**config.mk**
```make
export PLATFORM = sky130hd
export DESIGN_NAME = pidpl_output
export DESIGN_NICKNAME = d
export VERILOG_FILES = /design/src/rtl/pidpl_pkg.sv /design/src/rtl/pidpl_output.sv
export SDC_FILE = /design/constraint.sdc
export NUM_CORES = 1
export LEC_CHECK = 0
export BUFFER_PORTS_ARGS = -buffer_cell sky130_fd_sc_hd__buf_2
export CORE_MARGIN = 4
export CORE_UTILIZATION = 50
export CTS_CLUSTER_DIAMETER = 60
export DETAILED_ROUTE_END_ITERATION = 6
export PLACE_DENSITY = 0.82
export SLEW_MARGIN = 30
export SYNTH_ARGS = -nofsm -noshare
export SYNTH_HDL_FRONTEND = slang
export SYNTH_SLANG_ARGS = --single-unit
```
**constraint.sdc**
```tcl
create_clock -name clk -period 4.2 [get_ports clk]
set_input_delay 0.84 -clock clk [delete_from_list [all_inputs] [get_ports clk]]
set_output_delay 0.84 -clock clk [all_outputs]
set_load 0.005 [all_outputs]
```
**src/rtl/pidpl_pkg.sv**
```systemverilog
package pidpl_pkg;

    // configuration port
    localparam int CFG_INDEX_WIDTH = 3;
    localparam int CFG_DATA_WIDTH  = 32;

    // register field widths
    localparam int SETPOINT_WIDTH = 16;
    localparam int GAIN_WIDTH     = 32;
    localparam int WINDOW_WIDTH   = 16;
    localparam int LIMIT_WIDTH    = 24;

    // error sum: clamped to +-limit, one guard bit for the add before the clamp
    localparam int SUM_WIDTH  = LIMIT_WIDTH + 1;
    localparam int ACC_WIDTH  = SUM_WIDTH + 1;
    // an accumulated error is below the window, so it fits in this many bits
    localparam int STEP_WIDTH = WINDOW_WIDTH + 1;

    // each scaled term saturates at magnitude 2^61
    localparam int TERM_WIDTH = 62;
    localparam logic [TERM_WIDTH-1:0] TERM_CAP = {1'b1, {(TERM_WIDTH-1){1'b0}}};
    localparam int RAW_WIDTH  = 64;

    // result widths
    localparam int DRIVE_WIDTH     = 8;
    localparam int DRIVE_MAG_WIDTH = 16;

    // register indexes
    typedef enum logic [CFG_INDEX_WIDTH-1:0] {
        REG_SETPOINT          = 3'd0,
        REG_PROPORTIONAL_GAIN = 3'd1,
        REG_INTEGRAL_GAIN     = 3'd2,
        REG_DERIVATIVE_GAIN   = 3'd3,
        REG_INTEGRAL_WINDOW   = 3'd4,
        REG_INTEGRAL_LIMIT    = 3'd5
    } reg_index_t;

    // reset values
    localparam logic [WINDOW_WIDTH-1:0] WINDOW_RESET = 16'd200;
    localparam logic [LIMIT_WIDTH-1:0]  LIMIT_RESET  = 24'd5000000;

    typedef struct packed {
        logic signed [SETPOINT_WIDTH-1:0] setpoint;
        logic [GAIN_WIDTH-1:0]            proportional_gain;
        logic [GAIN_WIDTH-1:0]            integral_gain;
        logic [GAIN_WIDTH-1:0]            derivative_gain;
        logic [WINDOW_WIDTH-1:0]          integral_window;
        logic [LIMIT_WIDTH-1:0]           integral_limit;
    } cfg_t;

    // pipeline load enables
    typedef struct packed {
        logic load_in;
        logic commit;
        logic load_err;
        logic load_prod;
        logic load_raw;
        logic load_out;
    } adv_t;

endpackage

```
**src/rtl/pidpl_output.sv**
```systemverilog
module pidpl_output
    import pidpl_pkg::*;
#(
    parameter int GAIN_FRACTION_BITS = 24,
    parameter int OUTPUT_LIMIT       = 127
)
(
    input  logic                        clk,
    input  adv_t                        adv,
    input  logic signed [RAW_WIDTH-1:0] raw,
    output logic [DRIVE_WIDTH-1:0]      drive,
    output logic                        saturated
);

    logic [DRIVE_WIDTH-1:0]     drive_reg;
    logic                       sat_reg;

    logic                       raw_neg;
    logic [RAW_WIDTH-1:0]       raw_abs;
    logic [RAW_WIDTH-1:0]       whole;
    logic                       over;
    logic [DRIVE_MAG_WIDTH-1:0] drive_mag;
    logic [DRIVE_MAG_WIDTH-1:0] drive_wide;

    // truncate toward zero, then saturate the magnitude
    always_comb
    begin
        raw_neg    = raw[RAW_WIDTH-1];
        raw_abs    = raw_neg ? -raw : raw;
        whole      = raw_abs >> GAIN_FRACTION_BITS;
        over       = whole > RAW_WIDTH'(OUTPUT_LIMIT);
        drive_mag  = over ? DRIVE_MAG_WIDTH'(OUTPUT_LIMIT) : whole[DRIVE_MAG_WIDTH-1:0];
        drive_wide = raw_neg ? -drive_mag : drive_mag;
    end

    // result register
    always_ff @(posedge clk)
    begin
        if (adv.load_out)
        begin
            drive_reg <= drive_wide[DRIVE_WIDTH-1:0];
            sat_reg   <= over;
        end
    end

    assign drive     = drive_reg;
    assign saturated = sat_reg;

endmodule

```
# Yosys cells after proc, flatten, opt, wreduce, memory -nomap -nowiden
# Index checks and enable logic that the tools add are counted.
# word_totals
register_bits	9
latch_bits	0
mem_bits_rw	0
mem_bits_ro	0
in_bits	71
out_inout_bits	9
elab_cells	8
n_memories	0
# op_classes
n_addsub	2
n_mul	0
div	0
n_lt_le_gt_ge	1
n_eq_ne	0
shifts	0
muxes	3
bitwise	0
reduce_logical	0
# ops
cell	count
$mux 64	1
$neg 64->64	1
$gt 40x7->1 const B	1
$mux 8	2
$neg 8->8	1

# Longest topological paths before layout
# logic_depth
ltp_word	6
depth_mapped	12
depth_no_buf	10

# Least setup slack after synthesis
# OpenSTA, ideal clock, no wires.
# synth_timing
path_kind	input to register
start	input raw[42]
end	register drive_reg[6], in the netlist drive[6] (data pin)
setup_ns	0.267
t_arrival_ns	3.195
required_ns	3.933
path_slack_ns	0.738
cell_stages	10
n_path_buf	1
path_cell_list	or4_4 -> or2_4 -> or4_4 -> nor3_2 -> o22ai_1 -> o31a_1 -> a21oi_4 -> and3_1 -> buf_6 -> a211oi_1
# synth_between
elab_chain_cells	6
# synth_lines
item	line	text
from (decl)	pidpl_output.sv:10	input logic signed [RAW_WIDTH-1:0] raw,
$neg 64->64	pidpl_output.sv:29	raw_abs = raw_neg ? -raw : raw;
$mux 64 *	pidpl_output.sv:29	
$gt 40x7->1 *	pidpl_output.sv:31	over = whole > RAW_WIDTH'(OUTPUT_LIMIT);
$mux 8 *	pidpl_output.sv:32	drive_mag = over ? DRIVE_MAG_WIDTH'(OUTPUT_LIMIT) : whole[DRIVE_MAG_WIDTH-1:0];
$neg 8->8	pidpl_output.sv:33	drive_wide = raw_neg ? -drive_mag : drive_mag;
$mux 8 *	pidpl_output.sv:33	
net drive_wide[6]	pidpl_output.sv:23	logic [DRIVE_MAG_WIDTH-1:0] drive_wide;
to (signal assigned)	pidpl_output.sv:41	drive_reg <= drive_wide[DRIVE_WIDTH-1:0];
to (decl)	pidpl_output.sv:15	logic [DRIVE_WIDTH-1:0] drive_reg;
# Mark *: on every way through the listed nets, which the timed path passes. The rest lies on a longest branch.
# A chain may end at the register's enable or synchronous reset.

# Worst setup path in the final report
# layout_timing
start	input raw[30]
end	register drive_reg[6], in the netlist drive[6] (data pin)
# layout_between
elab_chain_cells	6
# layout_lines
item	line
$neg 64->64	pidpl_output.sv:29
$mux 64 *	pidpl_output.sv:29
$gt 40x7->1	pidpl_output.sv:31
$mux 8 *	pidpl_output.sv:32
$neg 8->8	pidpl_output.sv:33
$mux 8 *	pidpl_output.sv:33
net drive_wide[6]	pidpl_output.sv:23
# Marks and branches as above.

==> impl_results.md <==
- Status: complete, no violations
- Clock transition at path regs: 0.05 ns
- Max-slew violation count: 0
- Cell internal pwr: 0.000234 W
- Max IR drop VDD: 0.0000944 V
- Largest family of logic cells by synthesized area: simple AND/OR/NAND/NOR gates
- Number of global-route vias before repair: 2265
- Setup total negative slack: 0 ns
- Hold Crit Class: primary input to flop
- Port Buffers: 74
- H-tree depth: 1
- Critical path required time: 4.17 ns
- Ant diodes: 0
- Final Cycle Share: 89.6%
- Top FF cell, synth: edfxtp_1
- Hold Fails Final Rpt: 0
- GP Congestion: 1.00
- Xor and xnor area share after synthesis: 0.446%
- DRC viols: 0
- Sequential share of the synthesized area: 13.8%
- FFs w/ async S/R, synth: 0%
- P per Cell Area: 148 nW/um^2
- Core area: 3720 sq um
- Period minus WS final: 3.76 ns
- Die width: 70.7 um
- Drt pass-1 iters: 5
- Mapped Area: 1960 sq um
- Drt wl/cell: 18.1 um
- Crit end category: flop
- Vias: 2659
- Crit-path max FO: 7
- Power Total: 0.000365 W
- EDFF count, synth: 9
- Syn Inst Count: 269
- Root buffer cell: clkbuf_8
- # Max-Cap Violations: 0
- Sequential Power Share: 29.5%
- Top cell type's share of synthesized area: 13.8%
- CTS resizes: 0
- Layout cells sized above 1: 37.3%
- Min-Delay Path Depth: 1
- Mux share of post-synthesis cell area: 3.63%
- Yosys warns: 0
- Switching share of power: 35.9%
- Switching pwr: 0.000131 W
- Yosys top cell by area: edfxtp_1
- Static Leak: 0.966 nW
- Clock buffer count from CTS: 3
- FMAX: 266 MHz
- Post-synthesis cell type count: 62
- Initial core utilization: 52.9%
- # setup viols final: 0
- Mean Syn Cell Area: 7.30 sq um
- Initial antenna violation count: 0
- Hold Path Origin: adv[0]
- # Post-CTS Setup Buffers: 0
- Area growth syn-to-layout: 26.0%
- Clock Power Share: 28.2%
- Crit path kind: primary input to flop
- Synth Area in Simple Gates: 46.5%
- DIE HEIGHT: 70.7 um
- Worst slew margin: 65.5%
- Rows: 22
- Nets@finish: 423
- Grt total ovfl: 0
- Synth Area in Adders: 0%
- Compound-cell area share of the yosys netlist: 28.3%
- Unrepaired setup endpoints after global routing: false
- First-pass GRT wire length: 11.2 mm
- Iter 0 DRT Violations: 357
- # clock sinks: 9
- CP arrival: 3.73 ns
- Pin count of the biggest net entering global routing: 37
- # IOs: 80
- Via/cell ratio: 6.66
- Total Die Area: 5000 sq um
- Critical path startpoint category: primary input
- Min-Delay Endpoint: drive[1]
- Gate power share: 42.3%
- Worst slew pin tran: 0.513 ns
- Hold bufs inserted after CTS: 0
- Synth area leaders: edfxtp_1, nor2_1, nor4_1
- DP Wirelength: 5.64 mm
- CTS tree: done
- Largest register FFs: 8
- Post-Route WL: 7.22 mm
- ANT nets after route: 0
- GRT Overall Usage: 27.5%
- Longest Clk Path Bufs: 2
- Synthesized net count: 340
- Yosys reg bits: 9
-- critical path, cell delays in order --
cell      delay, ns
buf_2          0.15
nor4_4         0.45
nand3_1        0.25
nor4_1         0.46
nor2_1         0.12
nor4_1         0.42
a31oi_1        0.20
nor4_4         0.33
and3_1         0.39
a211oi_1       0.12
-- metal layers --
layer  global-route usage (%)  routed length (um)  vias up
li1                         -                   -     1248
met1                     38.1                2850     1191
met5                        0                   0        -
met4                     9.19                 174        0
met2                     41.9                3200      206
met3                     6.53                 996       14
-- metrics by stage --
step / util (%) / hold slack, ns / setup slack [ns] / cells / cell area, sq um
floorplan: - / 0.952 / 0.738 / 269 / 1960
global placement: 65.4 / 1.20 / 0.206 / 395 / 2430
detailed placement: 65.4 / 1.21 / 0.239 / 395 / 2430
CTS: 66.6 / 0.965 / 0.489 / 399 / 2470
global route: 66.6 / 0.970 / 0.258 / 399 / 2470
finish: 66.6 / 0.971 / 0.438 / 399 / 2470
-- cells in the mapped netlist, types with 2 or more instances --
library cell,number
a211o_1,3
o31a_1,2
o2111ai_1,3
and4_1,3
a41oi_1,3
nand3_1,12
nand4_1,4
clkbuf_2,2
clkbuf_8,4
clkbuf_1,3
o22ai_1,4
or4_4,4
a21oi_1,17
or3_1,2
nor4_2,2
mux2i_1,6
nor4_4,3
a211oi_1,4
and2_1,2
edfxtp_1,9
or3_2,3
nand2_1,21
buf_2,2
and3_1,4
a31oi_1,10
or4_1,3
nor3_2,4
nor4_1,17
nand2b_1,2
o21ai_0,8
a41o_2,4
o211ai_1,5
nor2_1,35
o21ai_2,3
nor3_1,19
inv_1,11
-- power by group through the flow --
stage          logic (W)  clock network, W  registers (W)
3_5_place_dp    0.000150                 0       0.000109
4_1_cts         0.000151          0.000104       0.000108
3_3_place_gp    0.000149                 0       0.000109
2_1_floorplan  0.0000685                 0       0.000111
6_report        0.000154          0.000103       0.000108
5_1_grt         0.000167          0.000111       0.000108
-- worst max path at each step --
| stage | depth (start not counted) | start | slack (ns) | to |
|---|---|---|---|---|
| 2_1_floorplan | 10 | raw[42] | 0.74 | drive[6] |
| 3_3_place_gp | 10 | raw[30] | 0.21 | drive[6] |
| 3_5_place_dp | 10 | raw[30] | 0.24 | drive[2] |
| 4_1_cts | 10 | raw[30] | 0.49 | drive[6] |
| 5_1_grt | 10 | raw[47] | 0.26 | drive[2] |
| 6_report | 10 | raw[30] | 0.44 | drive[6] |
-- cell type report --
cell class / instances / area [sq um]
multi-input cells: 236 / 1550
fillers: 346 / 1240
repair buffers: 90 / 503
flip-flops and latches: 9 / 270
well taps: 48 / 60.1
inverters: 12 / 47.5
clock buffers: 4 / 45.0
-- cells by family (layout without fill, tap and decap cells) --
group / count (synthesis) / in the layout
XOR/XNOR: 1 / 1
AO/OA/AOI/OAI: 77 / 77
buffers and inverters: 24 / 106
flip-flops: 9 / 9
multiplexers: 7 / 7
AND/OR/NAND/NOR: 151 / 151
-- cell usage in the layout (no fill, tap or decap), types with 5 or more instances in the layout --
master and instances:
o21ai_0 8, nand3_1 12, buf_4 15, a21oi_1 17, a31oi_1 10, nand2_1 21
edfxtp_1 9, nor2_1 35, mux2i_1 6, buf_2 74, inv_1 11, nor4_1 17
o211ai_1 5, nor3_1 19
No activity file was read; power rests on OpenSTA's default activity.
