==> src/rtl/pidpl_pkg.sv <==
package pidpl_pkg;

    // configuration port
    localparam int CFG_INDEX_WIDTH = 3;
    localparam int CFG_DATA_WIDTH  = 32;

    // register field widths
    localparam int SETPOINT_WIDTH = 16;
    localparam int GAIN_WIDTH     = 32;
    localparam int WINDOW_WIDTH   = 16;
    localparam int LIMIT_WIDTH    = 24;

    // error sum: clamped to +-limit, one guard bit for the add before the clamp
    localparam int SUM_WIDTH  = LIMIT_WIDTH + 1;
    localparam int ACC_WIDTH  = SUM_WIDTH + 1;
    // an accumulated error is below the window, so it fits in this many bits
    localparam int STEP_WIDTH = WINDOW_WIDTH + 1;

    // each scaled term saturates at magnitude 2^61
    localparam int TERM_WIDTH = 62;
    localparam logic [TERM_WIDTH-1:0] TERM_CAP = {1'b1, {(TERM_WIDTH-1){1'b0}}};
    localparam int RAW_WIDTH  = 64;

    // result widths
    localparam int DRIVE_WIDTH     = 8;
    localparam int DRIVE_MAG_WIDTH = 16;

    // register indexes
    typedef enum logic [CFG_INDEX_WIDTH-1:0] {
        REG_SETPOINT          = 3'd0,
        REG_PROPORTIONAL_GAIN = 3'd1,
        REG_INTEGRAL_GAIN     = 3'd2,
        REG_DERIVATIVE_GAIN   = 3'd3,
        REG_INTEGRAL_WINDOW   = 3'd4,
        REG_INTEGRAL_LIMIT    = 3'd5
    } reg_index_t;

    // reset values
    localparam logic [WINDOW_WIDTH-1:0] WINDOW_RESET = 16'd200;
    localparam logic [LIMIT_WIDTH-1:0]  LIMIT_RESET  = 24'd5000000;

    typedef struct packed {
        logic signed [SETPOINT_WIDTH-1:0] setpoint;
        logic [GAIN_WIDTH-1:0]            proportional_gain;
        logic [GAIN_WIDTH-1:0]            integral_gain;
        logic [GAIN_WIDTH-1:0]            derivative_gain;
        logic [WINDOW_WIDTH-1:0]          integral_window;
        logic [LIMIT_WIDTH-1:0]           integral_limit;
    } cfg_t;

    // pipeline load enables
    typedef struct packed {
        logic load_in;
        logic commit;
        logic load_err;
        logic load_prod;
        logic load_raw;
        logic load_out;
    } adv_t;

endpackage

==> src/rtl/pidpl_error.sv <==
module pidpl_error
    import pidpl_pkg::*;
#(
    parameter int SAMPLE_WIDTH = 16,
    parameter int ERR_WIDTH    = 17,
    parameter int DIFF_WIDTH   = 18
)
(
    input  logic                    clk,
    input  logic                    rst_n,
    input  adv_t                    adv,
    input  cfg_t                    cfg,
    input  logic [SAMPLE_WIDTH-1:0] measurement,
    output logic                    err_neg,
    output logic [ERR_WIDTH-1:0]    err_mag,
    output logic                    sum_neg,
    output logic [SUM_WIDTH-1:0]    sum_mag,
    output logic                    diff_neg,
    output logic [DIFF_WIDTH-1:0]   diff_mag
);

    logic signed [SAMPLE_WIDTH-1:0] meas_reg;
    logic signed [ERR_WIDTH-1:0]    prev_err_reg;
    logic signed [SUM_WIDTH-1:0]    sum_reg;
    logic                           err_neg_reg;
    logic [ERR_WIDTH-1:0]           err_mag_reg;
    logic                           sum_neg_reg;
    logic [SUM_WIDTH-1:0]           sum_mag_reg;
    logic                           diff_neg_reg;
    logic [DIFF_WIDTH-1:0]          diff_mag_reg;

    logic signed [ERR_WIDTH-1:0]    err;
    logic [ERR_WIDTH-1:0]           err_abs;
    logic                           accumulate;
    logic signed [ACC_WIDTH-1:0]    sum_wide;
    logic signed [ACC_WIDTH-1:0]    limit_pos;
    logic signed [ACC_WIDTH-1:0]    limit_neg;
    logic signed [SUM_WIDTH-1:0]    sum_next;
    logic [SUM_WIDTH-1:0]           sum_abs;
    logic signed [DIFF_WIDTH-1:0]   diff;
    logic [DIFF_WIDTH-1:0]          diff_abs;

    // error and window test
    always_comb
    begin
        err        = ERR_WIDTH'(cfg.setpoint) - ERR_WIDTH'(meas_reg);
        err_abs    = err[ERR_WIDTH-1] ? -err : err;
        accumulate = (err != '0) && (err_abs < ERR_WIDTH'(cfg.integral_window));
    end

    // running sum with clamp, cleared on zero error or outside the window
    always_comb
    begin
        sum_wide  = ACC_WIDTH'(sum_reg) + ACC_WIDTH'($signed(err[STEP_WIDTH-1:0]));
        limit_pos = $signed({2'b00, cfg.integral_limit});
        limit_neg = -limit_pos;
        if (!accumulate)
        begin
            sum_next = '0;
        end
        else if (sum_wide > limit_pos)
        begin
            sum_next = SUM_WIDTH'(limit_pos);
        end
        else if (sum_wide < limit_neg)
        begin
            sum_next = SUM_WIDTH'(limit_neg);
        end
        else
        begin
            sum_next = SUM_WIDTH'(sum_wide);
        end
        sum_abs = sum_next[SUM_WIDTH-1] ? -sum_next : sum_next;
    end

    // error difference for the derivative term
    always_comb
    begin
        diff     = DIFF_WIDTH'(err) - DIFF_WIDTH'(prev_err_reg);
        diff_abs = diff[DIFF_WIDTH-1] ? -diff : diff;
    end

    // input register
    always_ff @(posedge clk)
    begin
        if (adv.load_in)
        begin
            meas_reg <= $signed(measurement);
        end
    end

    // loop state, updated once per transaction
    always_ff @(posedge clk or negedge rst_n)
    begin
        if (!rst_n)
        begin
            prev_err_reg <= '0;
            sum_reg      <= '0;
        end
        else if (adv.commit)
        begin
            prev_err_reg <= err;
            sum_reg      <= sum_next;
        end
    end

    // sign and magnitude of the three term operands
    always_ff @(posedge clk)
    begin
        if (adv.load_err)
        begin
            err_neg_reg  <= err[ERR_WIDTH-1];
            err_mag_reg  <= err_abs;
            sum_neg_reg  <= sum_next[SUM_WIDTH-1];
            sum_mag_reg  <= sum_abs;
            diff_neg_reg <= diff[DIFF_WIDTH-1];
            diff_mag_reg <= diff_abs;
        end
    end

    assign err_neg  = err_neg_reg;
    assign err_mag  = err_mag_reg;
    assign sum_neg  = sum_neg_reg;
    assign sum_mag  = sum_mag_reg;
    assign diff_neg = diff_neg_reg;
    assign diff_mag = diff_mag_reg;

    // state only moves with a transaction
    assert property (@(posedge clk) disable iff (!rst_n)
        !adv.commit |=> $stable(prev_err_reg) && $stable(sum_reg))
        else $error("loop state changed without a transaction");

    // the clamp keeps the sum off the most negative code
    assert property (@(posedge clk) disable iff (!rst_n)
        sum_reg != {1'b1, {(SUM_WIDTH-1){1'b0}}})
        else $error("error sum escaped the clamp");

endmodule

==> config.mk <==
export PLATFORM = sky130hd
export DESIGN_NAME = pidpl_error
export DESIGN_NICKNAME = d
export VERILOG_FILES = /design/src/rtl/pidpl_pkg.sv /design/src/rtl/pidpl_error.sv
export SDC_FILE = /design/constraint.sdc
export NUM_CORES = 1
export LEC_CHECK = 0
export ABC_AREA = 0
export BUFFER_PORTS_ARGS = -buffer_cell sky130_fd_sc_hd__clkbuf_2
export CAP_MARGIN = 25
export CORE_UTILIZATION = 55
export DETAILED_ROUTE_END_ITERATION = 8
export HOLD_SLACK_MARGIN = 0.12
export PLACE_DENSITY = 0.8
export SLEW_MARGIN = 20
export SYNTH_ARGS = -nofsm -noshare
export SYNTH_HDL_FRONTEND = slang
export SYNTH_SLANG_ARGS = --single-unit
==> constraint.sdc <==
create_clock -name clk -period 10.9 [get_ports clk]
set_input_delay 1.635 -clock clk [delete_from_list [all_inputs] [get_ports clk]]
set_output_delay 1.635 -clock clk [all_outputs]
set_load 0.05 [all_outputs]
### After elaboration in Yosys (flattened, before gate mapping)

Cells that the tools add are included.

* flip-flop bits (word level): 121
* bits in latches: 0
* memory bits (writable): 0
* bits in read-only memories: 0
* input bits: 176
* output and inout bits: 63
* word-level logic and storage cells: 29
* memories kept: 0

* add/subtract/negate cells: 7
* multipliers: 0
* divide/modulo/power cells: 0
* order comparisons: 3
* equality and inequality tests: 0
* shift-type cells: 0
* multiplexer cells: 6
* bitwise gates (word level): 0
* reductions and logical operators: 2

Operators by type and width (count)
* two-way mux 25 bit: 3
* two-way mux 17 bit: 2
* adder 25 x 17 -> 26 bit: 1
* > comparator 26 x 25 -> 1 bit: 1
* < comparator 26 bit: 1
* negator 24 -> 26 bit: 1
* negator 25 bit: 1
* two-way mux 24 bit: 1
* negator 18 bit: 1
* subtractor 17 x 17 -> 18 bit: 1
* < comparator 17 x 16 -> 1 bit: 1
* negator 17 bit: 1
* nonzero test 17 bit: 1
* subtractor 16 x 16 -> 17 bit: 1
* logical AND 1 bit: 1

### Logic depth before layout (Yosys ltp)

Gate-level depths: netlist of run 1.

* word-level depth: 8
* depth in mapped cells: 39
* mapped depth without buffers: 37

### Worst setup path before layout of run 1

No wires, ideal clock.

* path type: input-to-reg
* from: input cfg[136] (netlist bit)
* to: register sum_mag_reg[23], in the netlist sum_mag[23] (data pin)
* setup time: 0.264 ns
* arrival: 9.108 ns
* data required time: 10.636 ns
* setup slack: 1.527 ns
* stages: 34
* path buffers: 1
* cells stage by stage: inv_1 ha_1 inv_1 fa_1 a211oi_1 o21ai_1 a21o_1 a21oi_1 nor2_1 o21a_1 o21ai_0 a31oi_1 inv_1 ha_1 a211o_1 a21oi_1 a21boi_1 xnor2_1 mux2i_1 inv_1 ha_1 a21o_1 a21oi_1 o21ai_0 nor4_1 a211oi_1 o221ai_1 clkbuf_1 nor2_1 a221o_1 or4_4 or4b_4 o41a_1 xor2_1

* word-level cells in the longest chain between the ends: 8
* elaborated cells on any way between the ends: 14
* classes of those cells: 4 x add/sub; 3 x order compare; 5 x mux; 2 x reduce/logical

RTL lines
* start, declared: line pidpl_error.sv:12 `input cfg_t cfg,`
* subtractor 16 x 16 -> 17 bit (*): line pidpl_error.sv:46 `err = ERR_WIDTH'(cfg.setpoint) - ERR_WIDTH'(meas_reg);`
* via err[16]: line pidpl_error.sv:32 `logic signed [ERR_WIDTH-1:0] err;`
* adder 25 x 17 -> 26 bit or negator 17 bit (tied branches): line pidpl_error.sv:54, pidpl_error.sv:47
* < comparator 26 bit or two-way mux 17 bit (tied branches): line pidpl_error.sv:65, pidpl_error.sv:47
* two-way mux 25 bit or < comparator 17 x 16 -> 1 bit (tied branches): line pidpl_error.sv:65, pidpl_error.sv:48
* two-way mux 25 bit or logical AND 1 bit (tied branches): line pidpl_error.sv:61, pidpl_error.sv:48
* two-way mux 25 bit (*): line pidpl_error.sv:57 `if (!accumulate)`
* negator 25 bit: line pidpl_error.sv:73 `sum_abs = sum_next[SUM_WIDTH-1] ? -sum_next : sum_next;`
* two-way mux 24 bit (*): line pidpl_error.sv:73
* via sum_abs[23]: line pidpl_error.sv:39 `logic [SUM_WIDTH-1:0] sum_abs;`
* end signal, assigned: line pidpl_error.sv:115 `sum_mag_reg <= sum_abs;`
* end, declared: line pidpl_error.sv:28 `logic [SUM_WIDTH-1:0] sum_mag_reg;`

The timed path passes the listed nets; every way through them passes the cells marked *.
A chain may end at the register's enable or synchronous reset.

### Final worst setup path of run 1

* from: input cfg[136] (netlist bit)
* to: register sum_mag_reg[20], in the netlist sum_mag[20] (data pin)

The elaborated chain is that of the path after synthesis.

==> impl_metrics.env, run 1 <==
export IMPL_synthesis_nets=1578
export IMPL_worstPathArrival_ns=10.61
export IMPL_cp_common_cell="inv_1"
export IMPL_post_cts_buffers=0
export IMPL_stdcell_area_sq_um=12840
export IMPL_multi_input_comb_area_sq_um=7124
export IMPL_synth_ff_type="edfxtp_1"
export IMPL_path_class="input pin to register"
export IMPL_cts_tree="done"
export IMPL_yosysUniqueCellTypes=78
export IMPL_synth_seq_cells=121
export IMPL_whs_ns=0.5166
export IMPL_diodes=0
export IMPL_cp_start_kind="input pin"
export IMPL_drc=0
export IMPL_max_freq_ghz=0.09548
export IMPL_finalSetupViolations=0
export IMPL_yosysSeqAreaShare=0.3067
export IMPL_grt_antenna_before_repair=0
export IMPL_area_delta_synth_final_pct=15.01
export IMPL_viasPerCell=6.031
export IMPL_regArea_sq_um=3423
export IMPL_dr_pass1_iters=5
export IMPL_track_usage=0.2909
export IMPL_die_width_um=144.5
export IMPL_cp_max_fo=12
export IMPL_die_area_sq_um=20870
export IMPL_cts_resized=0
export IMPL_synth_enable_flop_cells=79
export IMPL_finalHoldViolations=0
export IMPL_die_height_um=144.5
export IMPL_critical_path_max_stage_delay_ns=0.58
export IMPL_numCtsBuffers=17
export IMPL_fin_nets=1727
export IMPL_postCtsHoldBufs=0
export IMPL_clockRootBuffer="clkbuf_16"
export IMPL_drive_gt1_frac=0.1764
export IMPL_cp_slowest_cell="a211oi_1"
export IMPL_hold_depth=1
export IMPL_grt_pass1_wl_mm=46.84
export IMPL_htree_levels=4
export IMPL_coreArea_sq_um=19650
export IMPL_post_route_period_util=0.9609
export IMPL_portBuffers=139
export IMPL_synth_cells=1272
export IMPL_hpwlAfterDp_mm=23.18
export IMPL_dr_total_vias=10247
export IMPL_p_per_area_nw_per_um2=378.9
export IMPL_yosysWarnings=0
export IMPL_grt_ovfl_total=0
export IMPL_ios=239
export IMPL_drv_cap=0
export IMPL_gp_routability_congestion=0.9770
export IMPL_clkTransAtPathRegs_ns=0.06
export IMPL_rows=51
export IMPL_synth_area_per_cell_sq_um=8.775
export IMPL_totalPowerFinal_mw=4.864
export IMPL_finClkSkew_ns=0.01157
export IMPL_rr_worst_depth=36
export IMPL_fillCellCount=1654
export IMPL_grt_max_degree=64
export IMPL_ys_async_sr_fraction=0.3471
export IMPL_cts_sinks=121
export IMPL_fin_crit_ns=10.47
export IMPL_status="complete, no violations"
export IMPL_ir_worst_vdd_mv=0.2038
export IMPL_rsz0062_at_grt="no"
export IMPL_slew_violations=0
export IMPL_fin_setup_tns_ns=0
export IMPL_dpl_cell_area_sq_um=12270
export IMPL_grt_pass1_vias=9482
export IMPL_ant_nets=0
export IMPL_initial_core_util=0.5679
export IMPL_drt_iter0_drc=945
export IMPL_clk_path_buf_depth=2
export IMPL_required_ns=11.03
export IMPL_synth_area_sq_um=11160
export IMPL_worst_pin_slew_ns=0.8847
export IMPL_max_slew_margin=0.4102
export IMPL_endpoint_kind="register"
export IMPL_min_path_type="register to register"
export IMPL_p_leak_nw=5.870
export IMPL_wl_mm=29.78
export IMPL_wl_per_cell_um=17.53
export IMPL_clkLatencyLatePin_ns=0.43
[kinds of logic (layout without fill, tap and decap cells)]
| kind of cell | after synthesis | in the layout | share of synthesized area |
|---|---|---|---|
| and+or+nand+nor | 391 | 391 | 0.1820 |
| xor gates and xnor gates | 102 | 102 | 0.08004 |
| adders and majority gates | 130 | 130 | 0.1477 |
| muxes | 29 | 29 | 0.02870 |
| DFF | 121 | 121 | 0.3067 |
| AOI/OAI and AO/OA | 341 | 341 | 0.1992 |
| buffers and inverters | 158 | 320 | 0.05560 |
[area by class of cell]
cell class | instances | share of cell area
Tap cell | 265 | 0.02583
Inverter | 118 | 0.03450
Clock buffer | 18 | 0.03343
Clock inverter | 14 | 0.01072
Timing Repair Buffer | 170 | 0.07388
Sequential cell | 121 | 0.2667
Multi-Input combinational cell | 993 | 0.5550
[placed cells by master, fill, tap and decap left out, drive strengths merged, types with 22 or more instances in the layout]
master  Yosys  layout
nand2      89      89
a21oi      89      89
mux2       24      24
nor3       38      38
xnor2      72      72
inv       118     125
edfxtp     79      79
a21o       25      25
ha        127     127
xor2       30      30
nor2      107     107
clkbuf     32     157
nand4      22      22
dfrtp      42      42
o21ai      81      81
buf         8      31
[report_power, final]
part           internal [mW]  switching [mW]
Clock                  0.318           0.228
Combinational           1.25            2.25
Sequential             0.757          0.0586
[worst paths after layout]
kind / endpoint / startpoint / slack (ns)
max: sum_mag[20] / cfg[136] / 0.43
min: sum_reg[19] / sum_reg[19] / 0.52
max reg2reg: sum_mag[20] / meas_reg[0] / 1.43
min reg2reg: sum_reg[19] / sum_reg[19] / 0.52
max in group asynchronous: sum_reg[8] / rst_n / 9.13
min in group asynchronous: prev_err_reg[14] / rst_n / 1.22
[worst max-delay path, delay by kind of cell]
family	cells	cell delay, ns
fa+ha+maj	5	1.53
compound gates	18	4.99
xor+xnor	2	0.29
mux	1	0.39
simple gates	5	0.76
buf+inv	7	0.96
[per-layer routing]
layer | vias up | GRT usage | wire (um)
li1 | 4953 | - | -
met1 | 4741 | 0.3749 | 12540
met2 | 454 | 0.4752 | 13700
met3 | 99 | 0.05397 | 2310
met4 | 0 | 0.1258 | 1224
met5 | - | 0 | 0
[cells in the mapped netlist, drive strengths merged, types with 25 or more instances]
| cell | count | area, sq um |
|---|---|---|
| a21o | 25 | 187.7 |
| a21oi | 89 | 464.2 |
| clkbuf | 32 | 121.4 |
| dfrtp | 42 | 1051 |
| edfxtp | 79 | 2372 |
| ha | 127 | 1589 |
| inv | 118 | 442.9 |
| nand2 | 89 | 341.6 |
| nor2 | 107 | 401.6 |
| nor3 | 38 | 201.5 |
| o21ai | 81 | 409.2 |
| xnor2 | 72 | 630.6 |
| xor2 | 30 | 262.8 |
[through the flow]
step           setup slack, ns    util  cells
2_1_floorplan            1.527       -   1272
3_3_place_gp            0.4299  0.6229   1666
3_5_place_dp            0.3318  0.6243   1667
4_1_cts                 0.6694  0.6532   1699
5_1_grt                0.03718  0.6532   1699
6_report                0.4264  0.6532   1699
Note: power is estimated with default switching activity, not from simulation.
==> run 2, diff against run 1 <==
--- a/config.mk
+++ b/config.mk
@@ -12,6 +12,7 @@
 export DETAILED_ROUTE_END_ITERATION = 8
 export HOLD_SLACK_MARGIN = 0.12
 export PLACE_DENSITY = 0.8
+export REMOVE_ABC_BUFFERS = 1
 export SLEW_MARGIN = 20
 export SYNTH_ARGS = -nofsm -noshare
 export SYNTH_HDL_FRONTEND = slang
==> impl_metrics.env, run 2 (same netlist as run 1, synthesis figures left out) <==
export IMPL_fin_nets=1727
export IMPL_die_height_um=144.5
export IMPL_track_usage=0.3007
export IMPL_wl_mm=30.48
export IMPL_final_common_cell="clkbuf_2"
export IMPL_drive_gt1_frac=0.1771
export IMPL_endpoint="sum_mag[23]"
export IMPL_clkLatencyLatePin_ns=0.43
export IMPL_required_ns=11.05
export IMPL_grt_pass1_wl_mm=48.21
export IMPL_p_leak_nw=5.877
export IMPL_dr_pass1_iters=5
export IMPL_cp_max_fo=19
export IMPL_internal_power_mw=2.335
export IMPL_finalSetupViolations=0
export IMPL_min_path_type="register to register"
export IMPL_top_layer_used="met4"
export IMPL_die_width_um=144.5
export IMPL_p_per_area_nw_per_um2=379.7
export IMPL_drv_cap=0
export IMPL_numCtsBuffers=17
export IMPL_worst_slack_ns=0.7058
export IMPL_final_cell_mix="clkbuf_2, ha_1, inv_1, nor2_1, nand2_1"
export IMPL_grt_antenna_before_repair=0
export IMPL_coreArea_sq_um=19650
export IMPL_wl_met2_mm=14.12
export IMPL_cp_startpoint="cfg[136]"
export IMPL_finClkSkew_ns=0.01344
export IMPL_finalHoldViolations=0
export IMPL_rows=51
export IMPL_rr_worst_depth=34
export IMPL_fin_setup_tns_ns=0
export IMPL_die_area_sq_um=20870
export IMPL_reg2reg_to="sum_mag[23]"
export IMPL_grt_ovfl_total=0
export IMPL_cp_common_cell="inv_1"
export IMPL_pwr_share_seq=0.167
export IMPL_post_cts_buffers=0
export IMPL_wl_met1_mm=12.72
export IMPL_path_class="input pin to register"
export IMPL_wl_per_cell_um=17.94
export IMPL_reg2reg_from="meas_reg[0]"
export IMPL_portBuffers=139
export IMPL_switching_share=0.5206
export IMPL_area_delta_synth_final_pct=14.89
export IMPL_endpoint_kind="register"
export IMPL_grt_pass1_vias=9585
export IMPL_hpwlAfterDp_mm=23.66
export IMPL_gp_routability_congestion=0.9532
export IMPL_status="complete, no violations"
export IMPL_route_met3_wl_mm=2.361
export IMPL_rsz0062_at_grt="no"
export IMPL_cts_tree="done"
export IMPL_fin_crit_ns=10.19
export IMPL_cts_sinks=121
export IMPL_dp_slack_ns=0.4400
export IMPL_p_comb_frac=0.720
export IMPL_viasPerCell=6.058
export IMPL_cp_slowest_cell="or4_4"
export IMPL_grt_max_degree=64
export IMPL_worst_pin_slew_ns=1.036
export IMPL_drc=0
export IMPL_max_slew_margin=0.3042
export IMPL_clkTransAtPathRegs_ns=0.06
export IMPL_whs_ns=0.5157
export IMPL_post_route_period_util=0.9353
export IMPL_power_frac_clock=0.113
export IMPL_cp_start_kind="input pin"
export IMPL_diodes=0
export IMPL_critical_path_max_stage_delay_ns=0.58
export IMPL_clk_path_buf_depth=2
export IMPL_r2r_slack_ns=1.72
export IMPL_clockRootBuffer="clkbuf_16"
export IMPL_worstPathArrival_ns=10.34
export IMPL_ir_worst_vdd_mv=0.2717
export IMPL_switching_power_mw=2.535
export IMPL_initial_core_util=0.5679
export IMPL_ant_nets=0
export IMPL_slew_violations=0
export IMPL_ios=239
export IMPL_htree_levels=4
export IMPL_drt_iter0_drc=987
export IMPL_max_freq_ghz=0.09809
export IMPL_dr_total_vias=10293
run 2: layout make-up:
type                    count  area [sq um]
well taps                 265         331.6
flip-flops and latches    121          3423
clock inverters            15         140.1
inverters                 118         442.9
multi-input cells         993          7132
clock buffers              17         425.4
fillers                  1651          6830
repair buffers            170         928.4
run 2: power by group through the flow:
stage	combinational (mW)	sequential [mW]	clock (mW)
detailed placement	3.40	0.820	0
CTS	3.45	0.813	0.552
floorplan	2.11	1.16	0
global route	3.81	0.831	0.571
global placement	3.33	0.815	0
finish	3.51	0.812	0.550
run 2: critical path: cells and delay by family:
kind / cells / cell delay (ns)
compound gates: 18 / 4.56
xor+xnor: 2 / 0.28
fa+ha+maj: 4 / 1.23
buf+inv: 6 / 0.74
mux: 1 / 0.45
simple gates: 5 / 1.41
run 2: per-stage QoR:
step	total power, mW	instance area [sq um]	cells	utilization
2_1_floorplan	3.269	10980	1232	-
3_3_place_gp	4.143	12250	1667	0.6233
3_5_place_dp	4.220	12250	1667	0.6233
4_1_cts	4.812	12820	1699	0.6521
5_1_grt	5.213	12820	1699	0.6525
6_report	4.870	12820	1699	0.6525
run 2: worst min-delay path by stage:
| stage | from | to | cells after the start | slack (ns) |
|---|---|---|---|---|
| after floorplan | prev_err_reg[0] | prev_err_reg[0] | 1 | 0.49 |
| after global placement | sum_reg[21] | sum_reg[21] | 1 | 0.50 |
| after detailed placement | sum_reg[20] | sum_reg[20] | 1 | 0.51 |
| after CTS | sum_reg[19] | sum_reg[19] | 1 | 0.52 |
| after global routing | sum_reg[22] | sum_reg[22] | 1 | 0.53 |
| final | sum_reg[19] | sum_reg[19] | 1 | 0.52 |
run 2: per-layer routing:
| metal | vias to the layer above | GRT usage |
|---|---|---|
| met5 | - | 0 |
| met4 | 0 | 0.1562 |
| met3 | 86 | 0.05430 |
| met2 | 452 | 0.4782 |
| met1 | 4795 | 0.3890 |
| li1 | 4960 | - |
run 2: timing repair:
action,in CTS,in global routing
hold buffers,0,0
endpoints found under the setup margin,0,1
endpoints found under the hold margin,0,0
gates resized for setup,0,1
==> run 3, diff against run 2 <==
--- a/config.mk
+++ b/config.mk
@@ -11,7 +11,7 @@
 export CORE_UTILIZATION = 55
 export DETAILED_ROUTE_END_ITERATION = 8
 export HOLD_SLACK_MARGIN = 0.12
-export PLACE_DENSITY = 0.8
+export PLACE_DENSITY = 0.78
 export REMOVE_ABC_BUFFERS = 1
 export SLEW_MARGIN = 20
 export SYNTH_ARGS = -nofsm -noshare
==> impl_metrics.env, run 3 (same netlist as run 1, synthesis figures left out) <==
export IMPL_layout_cells_non_filler=1698
export IMPL_worstPathArrival_ns=10.43
export IMPL_dr_total_vias=10365
export IMPL_track_usage=0.2981
export IMPL_fin_nets=1726
export IMPL_grt_max_degree=64
export IMPL_dr_pass1_iters=7
export IMPL_finClkSkew_ns=0.008168
export IMPL_cp_start_kind="input pin"
export IMPL_initial_core_util=0.5679
export IMPL_reg2reg_from="meas_reg[0]"
export IMPL_fin_setup_tns_ns=0
export IMPL_p_leak_nw=5.875
export IMPL_cts_tree="done"
export IMPL_dpl_cell_area_sq_um=12240
export IMPL_drc=0
export IMPL_fin_crit_ns=10.29
export IMPL_totalPowerFinal_mw=4.901
export IMPL_htree_levels=4
export IMPL_gp_routability_congestion=0.9795
export IMPL_rsz0062_at_grt="no"
export IMPL_coreArea_sq_um=19650
export IMPL_ir_worst_vdd_mv=0.2380
export IMPL_rows=51
export IMPL_wl_mm=30.42
export IMPL_ios=239
export IMPL_numCtsBuffers=17
export IMPL_stdcell_area_sq_um=12850
export IMPL_grt_pass1_wl_mm=47.94
export IMPL_cp_max_fo=8
export IMPL_cp_slowest_cell="or4_4"
export IMPL_area_delta_synth_final_pct=15.09
export IMPL_hp_start="sum_reg[21]"
export IMPL_finalHoldViolations=0
export IMPL_max_slew_margin=0.3256
export IMPL_status="complete, no violations"
export IMPL_die_area_sq_um=20870
export IMPL_portBuffers=139
export IMPL_r2r_slack_ns=1.58
export IMPL_die_width_um=144.5
export IMPL_slew_violations=0
export IMPL_wl_per_cell_um=17.92
export IMPL_post_route_period_util=0.9439
export IMPL_final_cell_mix="clkbuf_2, ha_1, inv_1, nor2_1, nand2_1"
export IMPL_dp_slack_ns=0.4428
export IMPL_cts_sinks=121
export IMPL_ant_nets=0
export IMPL_grt_antenna_before_repair=0
export IMPL_p_per_area_nw_per_um2=381.5
export IMPL_clkLatencyLatePin_ns=0.42
export IMPL_regArea_sq_um=3423
export IMPL_whs_endpoint="sum_reg[21]"
export IMPL_postCtsHoldBufs=0
export IMPL_path_class="input pin to register"
export IMPL_die_height_um=144.5
export IMPL_cts_resized=0
export IMPL_clockRootBuffer="clkbuf_16"
export IMPL_worst_slack_ns=0.6114
export IMPL_critical_path_max_stage_delay_ns=0.59
export IMPL_grt_pass1_vias=9612
export IMPL_hold_depth=1
export IMPL_post_cts_buffers=0
export IMPL_drt_iter0_drc=1059
export IMPL_grt_ovfl_total=0
export IMPL_clkTransAtPathRegs_ns=0.06
export IMPL_multi_input_comb_area_sq_um=7129
export IMPL_finalSetupViolations=0
export IMPL_drive_gt1_frac=0.1759
export IMPL_rr_worst_depth=31
export IMPL_endpoint_kind="register"
export IMPL_diodes=0
export IMPL_clk_path_buf_depth=2
export IMPL_fillCellCount=1679
export IMPL_required_ns=11.05
export IMPL_drv_cap=0
export IMPL_placed_cells=1666
export IMPL_min_path_type="register to register"
export IMPL_hpwlAfterDp_mm=23.36
export IMPL_worst_pin_slew_ns=1.004
export IMPL_reg2reg_to="sum_mag[23]"
export IMPL_viasPerCell=6.104
export IMPL_max_freq_ghz=0.09720
export IMPL_final_common_cell="clkbuf_2"
==> run 3: per-stage QoR <==
step / utilization / hold slack [ns]
after floorplan: - / 0.4874
after global placement: 0.6229 / 0.4966
after detailed placement: 0.6229 / 0.5038
after CTS: 0.6534 / 0.5193
after global routing: 0.6536 / 0.5284
final: 0.6536 / 0.5164
==> run 3: cell type report <==
class	instances	area share
Sequential cell	121	0.2665
Clock buffer	20	0.03477
Timing Repair Buffer	169	0.07169
Clock inverter	12	0.01179
Tap cell	265	0.02581
Multi-Input combinational cell	993	0.5550
Inverter	118	0.03448
==> run 3: routing by layer <==
layer | part of all wire | wire (um) | vias to the layer above | track usage
met5 | 0 | 0 | - | 0
met4 | 0.031 | 948 | 0 | 0.1263
met3 | 0.071 | 2163 | 72 | 0.04404
met2 | 0.47 | 14270 | 464 | 0.4939
met1 | 0.43 | 13050 | 4875 | 0.3865
li1 | - | - | 4954 | -
==> run 3: worst max-delay path by stage <==
stage	from	to	slack, ns	depth (start not counted)
finish	cfg[136]	sum_mag[23]	0.61	33
global route	cfg[136]	sum_mag[20]	0.24	39
CTS	cfg[136]	sum_mag[24]	0.83	40
detailed placement	cfg[136]	sum_mag[24]	0.44	40
global placement	cfg[136]	sum_mag[23]	0.59	33
floorplan	cfg[136]	sum_mag[23]	0.46	33
==> run 3: critical path, delay by kind of cell <==
kind,cells,cell delay [ns]
XOR/XNOR,3,0.81
buffers and inverters,4,0.46
adder cells (fa/ha/maj),4,1.35
AO/OA/AOI/OAI,16,4.18
AND/OR/NAND/NOR,6,1.98
==> run 3: power breakdown <==
group	internal [mW]	leakage, nW	switching, mW
clock network	0.364	0.278	0.215
registers	0.757	1.30	0.0559
logic	1.26	4.30	2.25
total	2.38	5.88	2.52
